[config.mk]
export PLATFORM = sky130hd
export DESIGN_NAME = iso_date_text_to_day_number_unit
export DESIGN_NICKNAME = d
export VERILOG_FILES = /design/src/sv/isod_pkg.sv /design/src/sv/isod_year_base.sv /design/src/sv/isod_char_parse.sv /design/src/sv/isod_date_check.sv /design/src/sv/isod_out_buf.sv /design/src/sv/iso_date_text_to_day_number_unit.sv
export SDC_FILE = /design/constraint.sdc
export NUM_CORES = 1
export LEC_CHECK = 0
export BUFFER_PORTS_ARGS = -buffer_cell sky130_fd_sc_hd__buf_2
export CORE_MARGIN = 8
export CORE_UTILIZATION = 65
export CTS_BUF_LIST = sky130_fd_sc_hd__clkbuf_8
export DETAILED_ROUTE_END_ITERATION = 7
export GPL_TIMING_DRIVEN = 0
export PLACE_DENSITY = 0.83
export SLEW_MARGIN = 20
export SYNTH_ARGS = -nofsm -noshare
export SYNTH_HDL_FRONTEND = slang
export SYNTH_SLANG_ARGS = --single-unit
[constraint.sdc]
create_clock -name clk -period 27.6 [get_ports clk]
set_input_delay 4.14 -clock clk [delete_from_list [all_inputs] [get_ports clk]]
set_output_delay 4.14 -clock clk [all_outputs]
set_load 0.005 [all_outputs]
[src/sv/isod_pkg.sv]
`default_nettype none

package isod_pkg;

  localparam logic [7:0] SEP_CHAR = 8'h2D;
  localparam logic [7:0] DIGIT_LO = 8'h30;
  localparam logic [7:0] DIGIT_HI = 8'h39;

  localparam logic [3:0] POS_Y0  = 4'd0;
  localparam logic [3:0] POS_Y1  = 4'd1;
  localparam logic [3:0] POS_Y2  = 4'd2;
  localparam logic [3:0] POS_Y3  = 4'd3;
  localparam logic [3:0] POS_S1  = 4'd4;
  localparam logic [3:0] POS_M0  = 4'd5;
  localparam logic [3:0] POS_M1  = 4'd6;
  localparam logic [3:0] POS_S2  = 4'd7;
  localparam logic [3:0] POS_D0  = 4'd8;
  localparam logic [3:0] POS_D1  = 4'd9;
  localparam logic [3:0] POS_SAT = 4'd11;

  localparam logic [2:0] ST_OK    = 3'd0;
  localparam logic [2:0] ST_FMT   = 3'd1;
  localparam logic [2:0] ST_YEAR  = 3'd2;
  localparam logic [2:0] ST_MONTH = 3'd3;
  localparam logic [2:0] ST_DAY   = 3'd4;
  localparam logic [2:0] ST_CAL   = 3'd5;

  localparam int FLD_YEAR  = 0;
  localparam int FLD_MONTH = 1;
  localparam int FLD_DAY   = 2;

  // 365 * 1970 plus leap days counted from year -1200 up to 1969
  localparam logic [23:0] YEAR_BIAS = 24'd719819;

  typedef struct packed {
    logic [3:0]  idx;
    logic        fmt_bad;
    logic [2:0]  bad;
    logic [2:0]  sign;
    logic [6:0]  month;
    logic [6:0]  day;
    logic [22:0] year_base;
    logic        leap;
  } parse_t;

  typedef struct packed {
    logic [22:0] days;
    logic [2:0]  status;
  } result_t;

  function automatic logic [6:0] acc10(input logic [6:0] acc, input logic [3:0] dig);
    logic [9:0] t;
    t = 10'(acc) * 10'd10 + 10'(dig);
    return t[6:0];
  endfunction

  function automatic logic [4:0] month_len(input logic [3:0] m, input logic leap);
    logic [4:0] n;
    case (m)
      4'd2:                   n = leap ? 5'd29 : 5'd28;
      4'd4, 4'd6, 4'd9, 4'd11: n = 5'd30;
      default:                n = 5'd31;
    endcase
    return n;
  endfunction

  function automatic logic [8:0] days_before_month(input logic [3:0] m, input logic leap);
    logic [8:0] n;
    case (m)
      4'd1:    n = 9'd0;
      4'd2:    n = 9'd31;
      4'd3:    n = 9'd59;
      4'd4:    n = 9'd90;
      4'd5:    n = 9'd120;
      4'd6:    n = 9'd151;
      4'd7:    n = 9'd181;
      4'd8:    n = 9'd212;
      4'd9:    n = 9'd243;
      4'd10:   n = 9'd273;
      4'd11:   n = 9'd304;
      4'd12:   n = 9'd334;
      default: n = 9'd0;
    endcase
    if (leap && m > 4'd2) begin
      n = n + 9'd1;
    end
    return n;
  endfunction

endpackage

`default_nettype wire

[src/sv/isod_year_base.sv]
`default_nettype none

// Day number of January 1 of the year +/-(100*hi + lo), and its leap flag.
module isod_year_base (
  input  wire logic [6:0]  hi,
  input  wire logic [6:0]  lo,
  input  wire logic        neg,
  output logic      [22:0] year_base,
  output logic             leap
);

  logic [23:0] mag365;
  logic [6:0]  zhi;
  logic [6:0]  zlo;
  logic        nz;
  logic [23:0] leaps;
  logic [23:0] total;

  always_comb begin
    mag365 = 24'(hi) * 24'd36500 + 24'(lo) * 24'd365;
    if (!neg) begin
      zhi = 7'(hi + 7'd12);
      zlo = lo;
    end else if (lo == 7'd0) begin
      zhi = 7'(7'd12 - hi);
      zlo = 7'd0;
    end else begin
      zhi = 7'(7'd11 - hi);
      zlo = 7'(7'd100 - lo);
    end
    nz = (zlo != 7'd0);
    // leap years in [-1200, year-1]: z/4 - z/100 + z/400 with ceilings, z = year + 1200
    leaps = 24'(zhi) * 24'd25 + 24'((zlo + 7'd3) >> 2) - 24'(zhi) - 24'(nz)
          + 24'((8'(zhi) + 8'(nz) + 8'd3) >> 2);
    total = (neg ? (24'd0 - mag365) : mag365) + leaps - isod_pkg::YEAR_BIAS;
    year_base = total[22:0];
    leap = (lo[1:0] == 2'd0) && ((lo != 7'd0) || (hi[1:0] == 2'd0));
  end

endmodule

`default_nettype wire

[src/sv/isod_char_parse.sv]
`default_nettype none

module isod_char_parse (
  input  wire logic           clk,
  input  wire logic           rst,
  input  wire logic           take,
  input  wire logic [7:0]     symbol,
  input  wire logic           last_symbol,
  output isod_pkg::parse_t    view
);

  logic [3:0]  position, position_next;
  logic [6:0]  year_hi, year_hi_next;
  logic [6:0]  year_lo, year_lo_next;
  logic [6:0]  month_value, month_value_next;
  logic [6:0]  day_value, day_value_next;
  logic [2:0]  sign_flags, sign_flags_next;
  logic [2:0]  field_bad, field_bad_next;
  logic        format_bad, format_bad_next;
  logic [22:0] year_base;
  logic        year_leap;

  logic        is_digit;
  logic        is_sep;
  logic [6:0]  acc_src;
  logic [6:0]  acc_val;
  logic [22:0] yb_calc;
  logic        leap_calc;

  isod_year_base u_year (
    .hi        (year_hi),
    .lo        (year_lo),
    .neg       (sign_flags[isod_pkg::FLD_YEAR]),
    .year_base (yb_calc),
    .leap      (leap_calc)
  );

  always_comb begin
    is_digit = (symbol >= isod_pkg::DIGIT_LO) && (symbol <= isod_pkg::DIGIT_HI);
    is_sep   = (symbol == isod_pkg::SEP_CHAR);

    case (position) inside
      isod_pkg::POS_Y0, isod_pkg::POS_Y1: acc_src = year_hi;
      isod_pkg::POS_Y2, isod_pkg::POS_Y3: acc_src = year_lo;
      isod_pkg::POS_M0, isod_pkg::POS_M1: acc_src = month_value;
      default:                            acc_src = day_value;
    endcase
    acc_val = isod_pkg::acc10(acc_src, symbol[3:0]);

    year_hi_next     = year_hi;
    year_lo_next     = year_lo;
    month_value_next = month_value;
    day_value_next   = day_value;
    sign_flags_next  = sign_flags;
    field_bad_next   = field_bad;
    format_bad_next  = format_bad;

    case (position) inside
      isod_pkg::POS_Y0, isod_pkg::POS_Y1: begin
        if (is_digit) begin
          year_hi_next = acc_val;
        end else if (position == isod_pkg::POS_Y0 && is_sep) begin
          sign_flags_next[isod_pkg::FLD_YEAR] = 1'b1;
        end else begin
          field_bad_next[isod_pkg::FLD_YEAR] = 1'b1;
        end
      end
      isod_pkg::POS_Y2, isod_pkg::POS_Y3: begin
        if (is_digit) begin
          year_lo_next = acc_val;
        end else begin
          field_bad_next[isod_pkg::FLD_YEAR] = 1'b1;
        end
      end
      isod_pkg::POS_S1, isod_pkg::POS_S2: begin
        if (!is_sep) begin
          format_bad_next = 1'b1;
        end
      end
      isod_pkg::POS_M0, isod_pkg::POS_M1: begin
        if (is_digit) begin
          month_value_next = acc_val;
        end else if (position == isod_pkg::POS_M0 && is_sep) begin
          sign_flags_next[isod_pkg::FLD_MONTH] = 1'b1;
        end else begin
          field_bad_next[isod_pkg::FLD_MONTH] = 1'b1;
        end
      end
      isod_pkg::POS_D0, isod_pkg::POS_D1: begin
        if (is_digit) begin
          day_value_next = acc_val;
        end else if (position == isod_pkg::POS_D0 && is_sep) begin
          sign_flags_next[isod_pkg::FLD_DAY] = 1'b1;
        end else begin
          field_bad_next[isod_pkg::FLD_DAY] = 1'b1;
        end
      end
      default: begin
      end
    endcase

    position_next = (position < isod_pkg::POS_SAT) ? 4'(position + 4'd1) : position;

    view.idx       = position;
    view.fmt_bad   = format_bad_next;
    view.bad       = field_bad_next;
    view.sign      = sign_flags_next;
    view.month     = month_value_next;
    view.day       = day_value_next;
    view.year_base = year_base;
    view.leap      = year_leap;
  end

  always_ff @(posedge clk) begin
    if (rst) begin
      position    <= '0;
      year_hi     <= '0;
      year_lo     <= '0;
      month_value <= '0;
      day_value   <= '0;
      sign_flags  <= '0;
      field_bad   <= '0;
      format_bad  <= 1'b0;
    end else if (take) begin
      if (last_symbol) begin
        position    <= '0;
        year_hi     <= '0;
        year_lo     <= '0;
        month_value <= '0;
        day_value   <= '0;
        sign_flags  <= '0;
        field_bad   <= '0;
        format_bad  <= 1'b0;
      end else begin
        position    <= position_next;
        year_hi     <= year_hi_next;
        year_lo     <= year_lo_next;
        month_value <= month_value_next;
        day_value   <= day_value_next;
        sign_flags  <= sign_flags_next;
        field_bad   <= field_bad_next;
        format_bad  <= format_bad_next;
      end
    end
  end

  // year digits are complete when the first separator arrives
  always_ff @(posedge clk) begin
    if (take && position == isod_pkg::POS_S1) begin
      year_base <= yb_calc;
      year_leap <= leap_calc;
    end
  end

endmodule

`default_nettype wire

[src/sv/isod_date_check.sv]
`default_nettype none

module isod_date_check (
  input  wire isod_pkg::parse_t  view,
  output isod_pkg::result_t      res
);

  logic        cal_bad;
  logic [4:0]  mlen;
  logic [8:0]  prior_days;

  always_comb begin
    mlen       = isod_pkg::month_len(view.month[3:0], view.leap);
    prior_days = isod_pkg::days_before_month(view.month[3:0], view.leap);
    cal_bad = view.sign[isod_pkg::FLD_MONTH] || view.sign[isod_pkg::FLD_DAY]
           || (view.month < 7'd1) || (view.month > 7'd12)
           || (view.day < 7'd1) || (view.day > 7'(mlen));
    res.days = '0;
    if (view.idx != isod_pkg::POS_D1 || view.fmt_bad) begin
      res.status = isod_pkg::ST_FMT;
    end else if (view.bad[isod_pkg::FLD_YEAR]) begin
      res.status = isod_pkg::ST_YEAR;
    end else if (view.bad[isod_pkg::FLD_MONTH]) begin
      res.status = isod_pkg::ST_MONTH;
    end else if (view.bad[isod_pkg::FLD_DAY]) begin
      res.status = isod_pkg::ST_DAY;
    end else if (cal_bad) begin
      res.status = isod_pkg::ST_CAL;
    end else begin
      res.status = isod_pkg::ST_OK;
      res.days   = view.year_base + 23'(prior_days) + 23'(view.day) - 23'd1;
    end
  end

endmodule

`default_nettype wire

[src/sv/isod_out_buf.sv]
`default_nettype none

// result register with one skid entry
module isod_out_buf (
  input  wire logic                clk,
  input  wire logic                rst,
  input  wire logic                push,
  input  wire isod_pkg::result_t   din,
  output logic                     room,
  output logic                     out_valid,
  input  wire logic                out_ready,
  output isod_pkg::result_t        dout
);

  logic              skid_valid;
  isod_pkg::result_t skid;

  assign room = !skid_valid;

  always_ff @(posedge clk) begin
    if (rst) begin
      out_valid  <= 1'b0;
      skid_valid <= 1'b0;
    end else if (!out_valid || out_ready) begin
      if (skid_valid) begin
        out_valid  <= 1'b1;
        skid_valid <= 1'b0;
      end else begin
        out_valid <= push;
      end
    end else if (push) begin
      skid_valid <= 1'b1;
    end
  end

  always_ff @(posedge clk) begin
    if (!out_valid || out_ready) begin
      dout <= skid_valid ? skid : din;
    end else if (push) begin
      skid <= din;
    end
  end

  a_skid_has_head: assert property (@(posedge clk) disable iff (rst)
    skid_valid |-> out_valid) else $error("skid entry without head entry");

  a_err_zero_days: assert property (@(posedge clk) disable iff (rst)
    out_valid && (dout.status != isod_pkg::ST_OK) |-> dout.days == '0)
    else $error("nonzero day count with error status");

  a_stall_fills_skid: assert property (@(posedge clk) disable iff (rst)
    out_valid && !out_ready && !skid_valid && push |=> skid_valid)
    else $error("stalled transfer lost");

  a_status_range: assert property (@(posedge clk) disable iff (rst)
    out_valid |-> dout.status <= isod_pkg::ST_CAL) else $error("status out of range");

endmodule

`default_nettype wire

[src/sv/iso_date_text_to_day_number_unit.sv]
// Output: the result is registered when the last character is transferred.
// Throughput: one character per cycle while in_ready; results at up to one per cycle.
// A result register plus one skid entry keep input flowing while one result stalls.
// Reset: rst is synchronous, active high, clears the parse state and the output buffer.
`default_nettype none

module iso_date_text_to_day_number_unit (
  input  wire logic               clk,
  input  wire logic               rst,
  input  wire logic               in_valid,
  output logic                    in_ready,
  input  wire logic [7:0]         symbol,
  input  wire logic               last_symbol,
  output logic                    out_valid,
  input  wire logic               out_ready,
  output logic signed [22:0]      day_number,
  output logic        [2:0]       status
);

  logic              take;
  isod_pkg::parse_t  view;
  isod_pkg::result_t res;
  isod_pkg::result_t dout;

  assign take = in_valid && in_ready;

  isod_char_parse u_parse (
    .clk         (clk),
    .rst         (rst),
    .take        (take),
    .symbol      (symbol),
    .last_symbol (last_symbol),
    .view        (view)
  );

  isod_date_check u_check (
    .view (view),
    .res  (res)
  );

  isod_out_buf u_out (
    .clk       (clk),
    .rst       (rst),
    .push      (take && last_symbol),
    .din       (res),
    .room      (in_ready),
    .out_valid (out_valid),
    .out_ready (out_ready),
    .dout      (dout)
  );

  assign day_number = $signed(dout.days);
  assign status     = dout.status;

endmodule

`default_nettype wire
==> run_results.csv <==
group,metric,value,unit
timing,worst_pin_slew,0.908,ns
critical_path,timing.critical_path.slowest_stage_cell,"fa_1",
timing,finClkSkew,0.0274,ns
grt,grt_pass1_wl,52600,um
timing,holdWs,0.469,ns
place,port_buffers,38,
min_path,hp-class,"reg -> reg",
timing,final-hold-violation-count,0,
finish,final_common_cell,"ha_1",
place,place.gp.congestion,1.01,
timing,setup_viol,0,
floorplan,die-width,165,um
floorplan,die_h,165,um
cts,clockBufferDepth,2,
power_and_ir_drop,power_frac_comb,33.6,%
drt,antenna_left,0,
cts,path_clk_slew,0.09,ns
critical_path,criticalPathCategory,"reg -> reg",
floorplan,fp-row-count,54,
grt,grt_pass1_vias,11383,
synth,synth_top_flop_cell,"edfxtp_1",
drt,routed-via-count,11352,
synth,synth_seq_cells,117,
cts,h-tree-depth,4,
critical_path,crit_fanout,10,
finish,diodes,0,
synth,yosysSeqAreaShare,21.6,%
synth,synth.distinct_cells,81,
synth,synth_nets,1935,
critical_path,crit_arrival,10.84,ns
drt,vias_per_cell,5.85,
power_and_ir_drop,seqPwrFrac,37.4,%
drt,drt_pass1_iterations,8,
drt,routed_wl,31400,um
timing,max_freq,93.6,MHz
cts,clockRootBuffer,"clkbuf_8",
critical_path,start_kind,"flop",
timing,tns,0,ns
critical_path,max_stage_delay,0.55,ns
drt,drc,8,
drt,wl_per_cell,16.2,um
finish,finalInstanceArea,15300,um2
grt,grt_max_degree,30,
synth,synth_edf_count,76,
grt,overflow,0,
run_status,violations,"design-rule violations",
synth,synth_cells,1587,
power_and_ir_drop,switching_share,32.5,%
run,cap_violations,0,
drt,drt_iter0_drc,719,
timing,rsz0062_at_grt,"false",
timing,post-route-min-period,10.69,ns
power_and_ir_drop,p_sw,172,uW
finish,nets,1994,
synth,syn_area,14400,um2
floorplan,die_area,27100,um2
timing,slew_headroom,38.9,%
cts,hold_buffers,0,
timing,period_share,38.7,%
cts,cts_tree,"yes",
critical_path,cp-end-kind,"flop",
place,hpwl,25800,um
finish,area_growth,6.67,%
place,post_dp_cell_area,15000,um2
cts,cts_sinks,117,
cts,clk_latency,0.44,ns
power_and_ir_drop,power.leakage,0.00755,uW
synth,yosysWarnings,0,
timing,slew_violations,0,
run_status,status,"finished with violations",
cts,ctsResizeCount,0,
power_and_ir_drop,intPower,357,uW
finish,final_cell_mix,"273 x ha_1, 245 x inv_1, 116 x nor2_1, 96 x xnor2_1, 90 x nand2_1",
power_and_ir_drop,power-per-cell-area,34.5,nW/um2
grt,grt_util_all_layers,23.6,%
cts,post_cts_buffers,0,
floorplan,io_pins,41,
floorplan,start_util,66.1,%
cts,numCtsBuffers,17,
synth,async_flop_share,0,%
critical_path,critical_path_required,27.75,ns
grt,grt_antenna_before_repair,0,
power_and_ir_drop,clock_power_share,29.0,%
power_and_ir_drop,irDropWorstVdd,0.0268,mV
floorplan,core_area,21800,um2
finish,drive_above_1_share,7.90,%
synth,syn_area_per_cell,9.06,um2
finish,nFillCells,1628,
## worst paths after layout
check,slack (ns),startpoint,end,cells past startpoint
max,16.91,u_parse.year_lo[0],u_parse.year_base[22],39
min reg2reg,0.47,u_parse.format_bad,u_parse.format_bad,2
min,0.47,u_parse.format_bad,u_parse.format_bad,2
max reg2reg,16.91,u_parse.year_lo[0],u_parse.year_base[22],39
## cell usage after synthesis, types with 12 or more instances
master	instances	share of area, %
ha_1	273	24
inv_1	243	6.3
nor2_1	117	3.1
xnor2_1	96	5.8
nand2_1	90	2.3
a21oi_1	85	3.0
edfxtp_1	76	16
fa_1	62	8.6
o21ai_0	53	1.8
xor2_1	47	2.9
dfxtp_1	41	5.7
nor3_1	29	1.0
a21o_1	28	1.5
mux2_2	22	1.7
clkbuf_1	21	0.55
nand3_1	20	0.70
a22oi_1	19	0.99
nor2b_1	19	0.83
o31ai_1	16	0.84
mux2i_1	15	1.0
o21bai_1	15	0.78
a31oi_1	13	0.57
nand4_1	13	0.57
o211ai_1	13	0.68
nand2b_1	12	0.52
## power by group through the flow
stage	registers, uW	clock network, uW	logic [uW]
detailed placement	202	0	175
finish	198	153	178
global route	198	161	200
global placement	201	0	170
CTS	198	154	178
floorplan	202	0	141
## registers in the layout, indices dropped and copies added (netlist names), 3 cells and up
| name | count |
|---|---|
| u_parse.day_value | 7 |
| u_parse.sign_flags | 3 |
| u_out.dout | 26 |
| u_parse.year_lo | 7 |
| u_parse.year_base | 23 |
| u_parse.field_bad | 3 |
| u_parse.month_value | 7 |
| u_parse.position | 4 |
| u_parse.year_hi | 7 |
| u_out.skid | 26 |
## area by class of cell
class	instances	area, um2	area share, %
multi-input cells	1194	10200	66.8
flip-flops and latches	117	3100	20.2
inverters	245	920	5.99
well taps	280	350	2.28
clock buffers	17	234	1.53
repair buffers	40	205	1.34
clock inverters	15	143	0.930
plain buffers	31	140	0.913
## worst max-delay path, delay by kind of cell, from the launching register on
kind | cells | cell delay, ns
AND/OR/NAND/NOR | 7 | 1.34
adder cells (fa/ha/maj) | 9 | 3.23
flip-flops | 1 | 0.49
buffers and inverters | 8 | 1.30
XOR/XNOR | 4 | 1.22
AO/OA/AOI/OAI | 11 | 2.81
## stage by stage
step           util, %  std cells  setup slack, ns  power (uW)
2_1_floorplan        -       1587            17.81         343
3_3_place_gp      68.6       1905            16.88         371
3_5_place_dp      68.7       1907            16.73         377
4_1_cts           70.5       1939            16.85         529
5_1_grt           70.5       1939            16.12         559
6_report          70.5       1939            16.91         529
## kinds of logic after synthesis
kind of cell / after synthesis / synth area share, %
xor gates and xnor gates: 144 / 8.86
muxes: 38 / 2.84
AOI/OAI and AO/OA: 305 / 14.2
buffers and inverters: 276 / 7.37
and+or+nand+nor: 372 / 12.8
adders and majority gates: 335 / 32.4
DFF: 117 / 21.6
## routing by layer
layer / part of all wire (%) / up-vias / GRT usage (%)
met1: 43 / 5357 / 28.8
met3: 5.7 / 61 / 2.84
met5: 0 / - / 0
met2: 49 / 328 / 42.2
met4: 2.7 / 0 / 8.48
li1: - / 5606 / -
No activity file was read; power rests on OpenSTA's default activity.
